[config.mk]
export PLATFORM = sky130hd
export DESIGN_NAME = tcpd_cell
export DESIGN_NICKNAME = d
export VERILOG_FILES = /design/src/rtl/core/tcpd_pkg.sv /design/src/rtl/core/tcpd_cell.sv
export SDC_FILE = /design/constraint.sdc
export NUM_CORES = 1
export LEC_CHECK = 0
export BUFFER_PORTS_ARGS = -buffer_cell sky130_fd_sc_hd__buf_2
export CORE_UTILIZATION = 55
export DETAILED_ROUTE_END_ITERATION = 10
export PLACE_DENSITY = 0.83
export RECOVER_POWER = 50
export SKIP_LAST_GASP = 1
export SLEW_MARGIN = 20
export SYNTH_ARGS = -nofsm -noshare
export SYNTH_HDL_FRONTEND = slang
export SYNTH_SLANG_ARGS = --single-unit
[constraint.sdc]
create_clock -name i_clk -period 7.75 [get_ports i_clk]
set_clock_uncertainty 0.2 [all_clocks]
set_input_delay 0.3875 -clock i_clk [delete_from_list [all_inputs] [get_ports i_clk]]
set_output_delay 0.3875 -clock i_clk [all_outputs]
set_load 0.02 [all_outputs]
[src/rtl/core/tcpd_pkg.sv]
// ----------------------------------------------------------------------------
// tcpd_pkg
// Types, constants and key functions for the tolerant colour palette dedupe.
// ----------------------------------------------------------------------------
package tcpd_pkg;

    localparam int PaletteDepthDefault = 256;
    localparam logic [4:0] RangeReset = 5'd5;
    localparam int KeyW = 19;
    localparam logic [KeyW-1:0] KeyNone = {KeyW{1'b1}};

    localparam logic [1:0] RegRangeRed   = 2'd0;
    localparam logic [1:0] RegRangeGreen = 2'd1;
    localparam logic [1:0] RegRangeBlue  = 2'd2;

    typedef enum logic [1:0] {
        ST_IDLE,
        ST_SCAN,
        ST_UPDATE,
        ST_REPLY
    } t_state;

    typedef struct packed {
        logic       req_type;
        logic [7:0] pixel_red;
        logic [7:0] pixel_green;
        logic [7:0] pixel_blue;
        logic [7:0] read_index;
    } t_in;

    typedef struct packed {
        logic        added;
        logic [7:0]  slot;
        logic [7:0]  slot_red;
        logic [7:0]  slot_green;
        logic [7:0]  slot_blue;
        logic [31:0] slot_hits;
        logic        slot_valid;
        logic        table_full;
        logic [8:0]  used_slots;
    } t_out;

    typedef struct packed {
        logic [7:0] r;
        logic [7:0] g;
        logic [7:0] b;
        logic [4:0] rr;
        logic [4:0] rg;
        logic [4:0] rb;
        logic       exact;
    } t_probe;

    // best (offset, sign) for one component, or none
    function automatic logic [6:0] comp_best(input logic [7:0] st, input logic [7:0] px,
                                             input logic [4:0] rng);
        logic [7:0] dp;
        logic [7:0] dn;
        logic       okp;
        logic       okn;
        logic [6:0] res;
        dp  = st - px;
        dn  = px - st;
        okp = {3'b000, rng} > dp;
        okn = {3'b000, rng} > dn;
        res = 7'b1000000;
        if (okp && (!okn || dp <= dn)) begin
            res = {1'b0, dp[4:0], 1'b0};
        end else if (okn) begin
            res = {1'b0, dn[4:0], 1'b1};
        end
        return res;
    endfunction

    function automatic logic [KeyW-1:0] probe_key(input logic [23:0] col, input t_probe p);
        logic [6:0] cr;
        logic [6:0] cg;
        logic [6:0] cb;
        logic [KeyW-1:0] k;
        cr = comp_best(col[23:16], p.r, p.rr);
        cg = comp_best(col[15:8], p.g, p.rg);
        cb = comp_best(col[7:0], p.b, p.rb);
        if (p.exact) begin
            k = (col == {p.r, p.g, p.b}) ? '0 : KeyNone;
        end else if (cr[6] || cg[6] || cb[6]) begin
            k = KeyNone;
        end else begin
            k = {1'b0, cr[5:1], cg[5:1], cb[5:1], cr[0], cg[0], cb[0]};
        end
        return k;
    endfunction

endpackage

[src/rtl/core/tcpd_cell.sv]
// ----------------------------------------------------------------------------
// tcpd_cell
// One palette entry: holds colour, evaluates probe key, passes best onward.
// ----------------------------------------------------------------------------
module tcpd_cell
    import tcpd_pkg::*;
#(
    parameter int IDX_W = 8
) (
    input  logic              i_clk,
    input  logic              i_rst_n,
    input  logic              i_mine,
    input  logic              i_clear,
    input  logic              i_wr,
    input  logic [23:0]       i_wr_color,
    input  t_probe            i_probe,
    input  logic [KeyW-1:0]   i_key,
    input  logic [IDX_W-1:0]  i_idx,
    input  logic [IDX_W-1:0]  i_self,
    output logic [KeyW-1:0]   o_key,
    output logic [IDX_W-1:0]  o_idx,
    output logic [23:0]       o_color,
    output logic              o_valid
);

    logic [23:0]     r_color;
    logic            r_valid;
    logic [KeyW-1:0] w_key;

    always_ff @(posedge i_clk) begin
        if (!i_rst_n) begin
            r_valid <= 1'b0;
        end else if (i_mine && i_wr) begin
            r_valid <= 1'b1;
        end
        if (i_mine && i_wr) begin
            r_color <= i_wr_color;
        end
    end

    assign w_key = r_valid ? probe_key(r_color, i_probe) : KeyNone;

    always_ff @(posedge i_clk) begin
        if (i_clear) begin
            o_key <= KeyNone;
            o_idx <= '0;
        end else if (w_key < i_key) begin
            o_key <= w_key;
            o_idx <= i_self;
        end else begin
            o_key <= i_key;
            o_idx <= i_idx;
        end
    end

    assign o_color = r_color;
    assign o_valid = r_valid;

endmodule
==> results.cfg, run 1 <==
[run_status]
run_status = finished, violations left
violations = max-capacitance violations, max-slew violations

[synthesis]
post_synth_num_cell_types = 66
synth.yosys.seq_area_share = 0.217
mean_instance_size_in_the_synthesized_netlist_um2 = 8.33
synth.area.top_cells = sky130_fd_sc_hd__ha_1 (22%), sky130_fd_sc_hd__edfxtp_1 (12%), sky130_fd_sc_hd__dfxtp_1 (9.5%), sky130_fd_sc_hd__a21oi_1 (6.3%), sky130_fd_sc_hd__inv_1 (5.8%)
synth.largest_area_cell = sky130_fd_sc_hd__ha_1
syn-cell-area_mm2 = 0.00591
postSynthNetCount = 925
synth_ff_type = sky130_fd_sc_hd__dfxtp_1
synthArstFlopShare = 0
synthCells = 710
synth_largest_type_area_fraction = 0.222
warnings_synthesis = 0
synth-edff-count = 24
ys_seq_elements = 52

[grt]
antenna_found_initial = 0
overflow = 0
grt_max_degree = 26
grt_use_total = 0.286
number_of_global_route_vias_before_repair = 5821
grt_pass1_wl_um = 26100

[worst_setup_path]
worst_ep_required_time_ns = 7.77
critical-path-max-stage-delay_ns = 0.55
worst_setup_path_end_kind = flop
timing.setup.critical_path_class = flop to flop
slowest_stage = sky130_fd_sc_hd__or4_4
library_cell_appearing_most_often_on_the_critical_path = sky130_fd_sc_hd__ha_1
worst_setup_path_start_kind = flop
critical_path.cell_chain = ha_1 -> fa_1 -> nand2b_1 -> nand2b_1 -> a211o_1 -> nand2_1 -> ha_1 -> and3_1 -> o21ai_0 -> and3_1 -> or4_4 -> a222oi_1 -> buf_4 -> a31oi_1 -> or2_2 -> ha_1 -> a21o_1 -> a211o_1 -> a221oi_1 -> o211a_1 -> nand3_1 -> o32a_1
path_max_fanout = 17
cp_data_arrival_time_ns = 6.95

[pwr]
static-leakage-power_uw = 0.00330
peakVddDrop_mv = 0.127
power_per_cell_area_mw_per_mm2 = 154
report.power.total_uw = 1060

[routing]
drcViolationCount = 0
viasPerCell = 5.95
via_count = 5895
wire_length_per_cell_um = 16.1
drt_iter0_markers = 346
antenna_left = 0
finalWirelength_um = 16000
drt_pass1_iterations = 5

[timing]
post-route-period-util = 0.894
final_max_slew_viol_count = 26
fin_crit_ns = 6.93
final-setup-viol-count = 0
slew-limit-headroom = -0.128
clock.fmax_mhz = 144
worst_slew_pin_slew_ns = 1.69
rsz0062_at_grt = no
setup-tns-final_ns = 0
hold_viol_final = 0

[floorplanning]
core_area_mm2 = 0.0104
floorplan.die.height_um = 106
start_util = 0.570
num_rows = 37
pin_count = 156
dieArea_mm2 = 0.0112
dieWidth_um = 106

[clocking]
clk_pin_slew_ns = 0.12
root_buffer_selected_by_cts = sky130_fd_sc_hd__clkbuf_8
cts_max_level = 2
post_cts_resized = 0
postCtsHoldBufs = 0
clock-sinks = 52
tritoncts = built
clock_insertion_delay_worst_skew_ns = 0.33
clock_buffers_created_by_tritoncts = 5
post-cts-setup-buffer-count = 0
cts_max_path_buffers = 2

[layout]
flow.area_growth_from_synthesis_pct = 15.7
proportion_of_layout_cells_with_a_drive_suffix_above_1 = 0.200
finalNetCount = 1068
layout.cells.most_common_list = sky130_fd_sc_hd__buf_2 (140), sky130_fd_sc_hd__ha_1 (105), sky130_fd_sc_hd__inv_1 (92)
num-fill-cells = 887
most_common_library_cell_in_the_layout_ignoring_fill_and_taps = sky130_fd_sc_hd__buf_2

[place]
portBuffers = 155
place.gp.congestion = 0.938
dpl.hpwl_um = 13000

[min_path]
hold_path_class = input pin to flop

[flow_run]
cap_viol_max_count = 1
[logic make-up (layout without fill, tap and decap cells)]
family	count (synthesis)	in the layout	synth area share
compound gates	210	210	0.230
xor+xnor	29	29	0.0429
fa+ha+maj	111	111	0.242
buf+inv	115	259	0.0791
flops	52	52	0.217
mux	9	9	0.0159
other cells	0	1	0
simple gates	184	184	0.173
[power breakdown]
group | switching, µW | internal, µW | leakage, µW
Clock | 112 | 66.7 | 0.0000495
Sequential | 10.7 | 307 | 0.000458
Combinational | 330 | 230 | 0.00280
Total | 453 | 604 | 0.00330
[routing by layer]
| layer | GRT usage | up-vias | part of all wire |
|---|---|---|---|
| met4 | 0.0883 | 0 | 0.021 |
| met3 | 0.0353 | 32 | 0.057 |
| met2 | 0.519 | 222 | 0.49 |
| met1 | 0.349 | 2781 | 0.43 |
| li1 | - | 2860 | - |
| met5 | 0 | - | 0 |
[flip-flops by register name, summed over array words and instances, names as in the netlist]
register / cells
o_color: 24
o_key: 19
o_idx: 8
o_valid: 1
[critical path, delay by kind of cell (launching register included)]
family	cells	cell delay (ns)
compound gates	9	2.53
fa+ha+maj	4	1.26
buf+inv	1	0.25
flops	1	0.46
simple gates	8	2.12
[metrics by stage]
stage	utilization	worst slack, ns	instances	hold WS [ns]	instance area [µm²]
after floorplan	-	1.63	710	0.286	5910
after global placement	0.653	1.16	982	0.364	6770
after detailed placement	0.653	0.928	982	0.366	6770
after CTS	0.662	0.949	990	0.0188	6860
after global routing	0.660	0.509	990	0.0134	6840
final	0.660	0.822	991	0.0191	6840
[final cells by class]
cell class | count | area (µm²) | share of cell area
Antenna cell | 1 | 2.50 | 0.000366
Clock buffer | 5 | 68.8 | 0.0101
Clock inverter | 3 | 23.8 | 0.00347
Inverter | 92 | 345 | 0.0505
Multi-Input combinational cell | 543 | 4170 | 0.609
Sequential cell | 52 | 1280 | 0.187
Tap cell | 136 | 170 | 0.0249
Timing Repair Buffer | 159 | 787 | 0.115
[final timing paths]
kind | startpoint | slack [ns] | endpoint | cells past startpoint
worst min register to register | o_valid | 0.42 | o_valid | 1
worst max register to register | o_color[16] | 0.82 | o_key[14] | 22
worst max-delay path | o_color[16] | 0.82 | o_key[14] | 22
worst min-delay path | i_wr_color[12] | 0.02 | o_color[12] | 1
[cells in the mapped netlist (all sizes together), types with 7 or more instances]
master / count
nand2b: 9
o21a: 7
nor2: 33
nand4: 10
nor3: 9
nand2: 24
o32a: 8
nor2b: 11
a21oi: 77
a211oi: 11
o21ai: 40
nor3b: 10
xnor2: 16
xor2: 13
clkbuf: 9
dfxtp: 28
nand3: 30
inv: 92
edfxtp: 24
a21o: 18
ha: 105
buf: 14
or2: 11
Power figures use the tool's default switching activity.
==> run 2: changes to the inputs <==
- PLACE_DENSITY: 0.83 -> not set
- PLACE_DENSITY_LB_ADDON: not set -> 0.15
==> results.cfg, run 2 (synthesis gave the netlist of run 1 again) <==
[run_status]
run_status = finished, violations left
violations = max-capacitance violations, max-slew violations

[worst_setup_path]
worst_setup_path_start_kind = flop
library_cell_appearing_most_often_on_the_critical_path = sky130_fd_sc_hd__ha_1
worst_ep_required_time_ns = 7.77
critical-path-max-stage-delay_ns = 0.55
worst_setup_path_end_kind = flop
critical_path.cell_chain = ha_1 -> fa_1 -> nand2b_1 -> nand2b_1 -> a211o_1 -> nand2_1 -> ha_1 -> and3_1 -> o21ai_0 -> and3_1 -> or4_4 -> a222oi_1 -> buf_4 -> a31oi_1 -> or2_2 -> ha_1 -> a21o_1 -> a211o_1 -> a221oi_1 -> o211a_1 -> nand3_1 -> o32a_1
path_max_fanout = 17
cp_data_arrival_time_ns = 6.86
timing.setup.critical_path_class = flop to flop
slowest_stage = sky130_fd_sc_hd__or4_4
rr_worst_depth = 22

[pwr]
peakVddDrop_mv = 0.102
power_per_cell_area_mw_per_mm2 = 153
static-leakage-power_uw = 0.00331

[routing]
viasPerCell = 5.79
antenna_left = 0
finalWirelength_um = 15600
wire_length_per_cell_um = 15.7
via_count = 5736
drt_iter0_markers = 308
drt_pass1_iterations = 5
drcViolationCount = 0

[layout]
layout.cells.most_common_list = sky130_fd_sc_hd__buf_2 (140), sky130_fd_sc_hd__ha_1 (105), sky130_fd_sc_hd__inv_1 (92)
num-fill-cells = 926
most_common_library_cell_in_the_layout_ignoring_fill_and_taps = sky130_fd_sc_hd__buf_2
finalNetCount = 1068
flow.area_growth_from_synthesis_pct = 15.7
largest_register_ff_count = 24
regArea_mm2 = 0.00128
antenna-diode-count = 0
proportion_of_layout_cells_with_a_drive_suffix_above_1 = 0.200
multiInputGateArea_mm2 = 0.00417

[clocking]
postCtsHoldBufs = 0
clock-sinks = 52
post-cts-setup-buffer-count = 0
root_buffer_selected_by_cts = sky130_fd_sc_hd__clkbuf_8
cts_max_level = 2
clk_pin_slew_ns = 0.11
clock_insertion_delay_worst_skew_ns = 0.32
cts_max_path_buffers = 2
post_cts_resized = 0
clock_buffers_created_by_tritoncts = 5
tritoncts = built

[timing]
rsz0062_at_grt = no
hold_ws_ns = 0.0298
post-route-period-util = 0.883
final-setup-viol-count = 0
setup-tns-final_ns = 0
fin_crit_ns = 6.84
hold_viol_final = 0
final_max_slew_viol_count = 26
slew-limit-headroom = -0.155
worst_slew_pin_slew_ns = 1.73
clock.fmax_mhz = 146

[grt]
grt_max_degree = 26
grt_pass1_wl_um = 25900
number_of_global_route_vias_before_repair = 5714
overflow = 0
antenna_found_initial = 0
grt_use_total = 0.283

[floorplanning]
pin_count = 156
start_util = 0.570
dieWidth_um = 106
floorplan.die.height_um = 106
dieArea_mm2 = 0.0112
core_area_mm2 = 0.0104
num_rows = 37

[place]
place.gp.congestion = 0.983
dpl.hpwl_um = 12800
portBuffers = 155

[min_path]
whs_path_depth = 1
hold_path_class = input pin to flop

[flow_run]
cap_viol_max_count = 1
[run 2: power breakdown]
| group | total, µW | switching, µW | internal [µW] |
|---|---|---|---|
| clock network | 172 | 105 | 66.6 |
| logic | 560 | 329 | 230 |
| registers | 318 | 10.4 | 307 |
[run 2: worst paths after layout]
check / start / end / slack, ns
setup reg to reg: o_color[16] / o_key[16] / 0.91
hold / removal: i_wr_color[12] / o_color[12] / 0.03
hold reg to reg: o_valid / o_valid / 0.40
setup / recovery: o_color[16] / o_key[16] / 0.91
[run 2: layout make-up]
type | instances | area share
multi-input combinational | 543 | 0.609
sequential | 52 | 0.187
timing repair buffer | 159 | 0.115
inverter | 92 | 0.0505
tap | 136 | 0.0249
clock buffer | 5 | 0.0101
clock inverter | 3 | 0.00347
[run 2: layer usage]
| metal | up-vias | track usage | wire length [µm] |
|---|---|---|---|
| li1 | 2849 | - | - |
| met1 | 2654 | 0.354 | 6790 |
| met4 | 0 | 0.0853 | 316 |
| met3 | 27 | 0.0359 | 877 |
| met5 | - | 0 | 0 |
| met2 | 206 | 0.506 | 7580 |
[run 2: worst max-delay path, delay by kind of cell, from the launching register on]
| family | cells | cell delay (ns) |
|---|---|---|
| compound gates | 9 | 2.49 |
| fa+ha+maj | 4 | 1.24 |
| flops | 1 | 0.44 |
| simple gates | 8 | 2.10 |
| buf+inv | 1 | 0.25 |
[run 2: through the flow]
step                power (µW)  setup WS, ns  cell area (µm²)  cells  utilization
floorplan                  725          1.63             5910    710            -
global placement           850          1.15             6770    982        0.653
detailed placement         874         0.922             6770    982        0.653
CTS                       1050         0.966             6860    990        0.662
global route              1130         0.442             6840    990        0.660
finish                    1050         0.907             6840    990        0.660
==> run 3: changes to the inputs <==
- clock period: 7.75 -> 7.5 ns (I/O delays scaled with it)
==> results.cfg, run 3 (synthesis gave the netlist of run 1 again) <==
[flow_run]
cap_viol_max_count = 1

[routing]
antenna_left = 0
drt_iter0_markers = 347
via_count = 5783
viasPerCell = 5.84
wire_length_per_cell_um = 15.5
finalWirelength_um = 15300
drcViolationCount = 0
drt_pass1_iterations = 5

[timing]
fin_crit_ns = 6.73
final_max_slew_viol_count = 26
setup-tns-final_ns = 0
slew-limit-headroom = -0.170
worst_slew_pin_slew_ns = 1.75
rsz0062_at_grt = no
hold_viol_final = 0
clock.fmax_mhz = 149
final-setup-viol-count = 0
post-route-period-util = 0.898

[pwr]
peakVddDrop_mv = 0.0954
report.power.total_uw = 1080
static-leakage-power_uw = 0.00330
power_per_cell_area_mw_per_mm2 = 158

[floorplanning]
num_rows = 37
floorplan.die.height_um = 106
dieArea_mm2 = 0.0112
pin_count = 156
core_area_mm2 = 0.0104
start_util = 0.570
dieWidth_um = 106

[layout]
antenna-diode-count = 0
largest_register_ff_count = 24
proportion_of_layout_cells_with_a_drive_suffix_above_1 = 0.200
finalNetCount = 1068
flow.area_growth_from_synthesis_pct = 15.7
most_common_library_cell_in_the_layout_ignoring_fill_and_taps = sky130_fd_sc_hd__buf_2
layout.cells.most_common_list = sky130_fd_sc_hd__buf_2 (140), sky130_fd_sc_hd__ha_1 (105), sky130_fd_sc_hd__inv_1 (92)
num-fill-cells = 946

[worst_setup_path]
crit_path_start = o_color[16]
regToRegSetupSlack_ns = 0.77
timing.setup.critical_path_class = flop to flop
path_max_fanout = 17
worst_r2r_startpoint = o_color[16]
rr_worst_depth = 22
worst_setup_path_end_kind = flop
worst_ep_required_time_ns = 7.52
cp_data_arrival_time_ns = 6.75
worst_setup_path_start_kind = flop
rr_endpoint = o_key[4]

[clocking]
tritoncts = built
post-cts-setup-buffer-count = 0
clock-sinks = 52
clock_buffers_created_by_tritoncts = 5
clock_insertion_delay_worst_skew_ns = 0.32
cts_max_level = 2
root_buffer_selected_by_cts = sky130_fd_sc_hd__clkbuf_8
clk_pin_slew_ns = 0.11
cts_max_path_buffers = 2
postCtsHoldBufs = 0
post_cts_resized = 0

[min_path]
min-delay-start = i_wr_color[11]
worstHoldEndpoint = o_color[11]
hold_path_class = input pin to flop
whs_path_depth = 1

[grt]
number_of_global_route_vias_before_repair = 5660
antenna_found_initial = 0
grt_pass1_wl_um = 25100
overflow = 0
grt_max_degree = 26
grt_use_total = 0.274

[place]
portBuffers = 155
dpl.hpwl_um = 12700
place.gp.congestion = 0.935

[run_status]
violations = max-capacitance violations, max-slew violations
run_status = finished, violations left
==> run 3: cell counts in the layout (fill, tap and decap cells not counted) <==
Identical to the previous run, type by type.
==> run 3: per-layer routing <==
layer / vias to the layer above / wire, µm / GRT usage
met5: - / 0 / 0
met4: 0 / 242 / 0.0724
met3: 27 / 936 / 0.0371
met2: 227 / 7460 / 0.484
met1: 2675 / 6700 / 0.348
li1: 2854 / - / -
==> run 3: worst max path at each step <==
stage	end	depth (start not counted)
after detailed placement	o_key[10]	24
after global routing	o_key[17]	22
after global placement	o_key[10]	24
after CTS	o_key[16]	22
after floorplan	o_key[10]	23
final	o_key[4]	22
==> run 3: area by class of cell <==
class | instances | area (µm²) | share of cell area
flip-flops and latches | 52 | 1280 | 0.187
well taps | 136 | 170 | 0.0249
clock buffers | 5 | 68.8 | 0.0101
clock inverters | 3 | 23.8 | 0.00347
multi-input cells | 543 | 4170 | 0.609
inverters | 92 | 345 | 0.0505
repair buffers | 159 | 787 | 0.115
==> run 3: where the power goes <==
part	internal, µW	switching (µW)
combinational	238	339
clock	68.9	109
sequential	318	10.8
==> run 3: worst max-delay path: stages, from the launching register on <==
cell and delay, ns:
sky130_fd_sc_hd__edfxtp_1 0.44, sky130_fd_sc_hd__ha_1 0.23, sky130_fd_sc_hd__fa_1 0.39, sky130_fd_sc_hd__nand2b_1 0.20, sky130_fd_sc_hd__nand2b_1 0.10, sky130_fd_sc_hd__a211o_1 0.14
sky130_fd_sc_hd__nand2_1 0.09, sky130_fd_sc_hd__ha_1 0.32, sky130_fd_sc_hd__and3_1 0.18, sky130_fd_sc_hd__o21ai_0 0.08, sky130_fd_sc_hd__and3_1 0.16, sky130_fd_sc_hd__or4_4 0.56
sky130_fd_sc_hd__a222oi_1 0.34, sky130_fd_sc_hd__buf_4 0.25, sky130_fd_sc_hd__a31oi_1 0.12, sky130_fd_sc_hd__or2_2 0.29, sky130_fd_sc_hd__ha_1 0.29, sky130_fd_sc_hd__a21o_1 0.16
sky130_fd_sc_hd__a211o_1 0.30, sky130_fd_sc_hd__a221oi_1 0.34, sky130_fd_sc_hd__o211a_1 0.51, sky130_fd_sc_hd__nand3_1 0.50, sky130_fd_sc_hd__o32a_1 0.45
==> run 3: metrics by stage <==
stage,instance area [µm²],setup WS (ns),util,std cells,hold slack (ns)
2_1_floorplan,5910,1.38,-,710,0.274
3_3_place_gp,6770,0.906,0.653,982,0.352
3_5_place_dp,6770,0.744,0.653,982,0.353
4_1_cts,6860,0.798,0.662,990,0.0173
5_1_grt,6840,0.265,0.660,990,0.00832
6_report,6840,0.766,0.660,990,0.0222
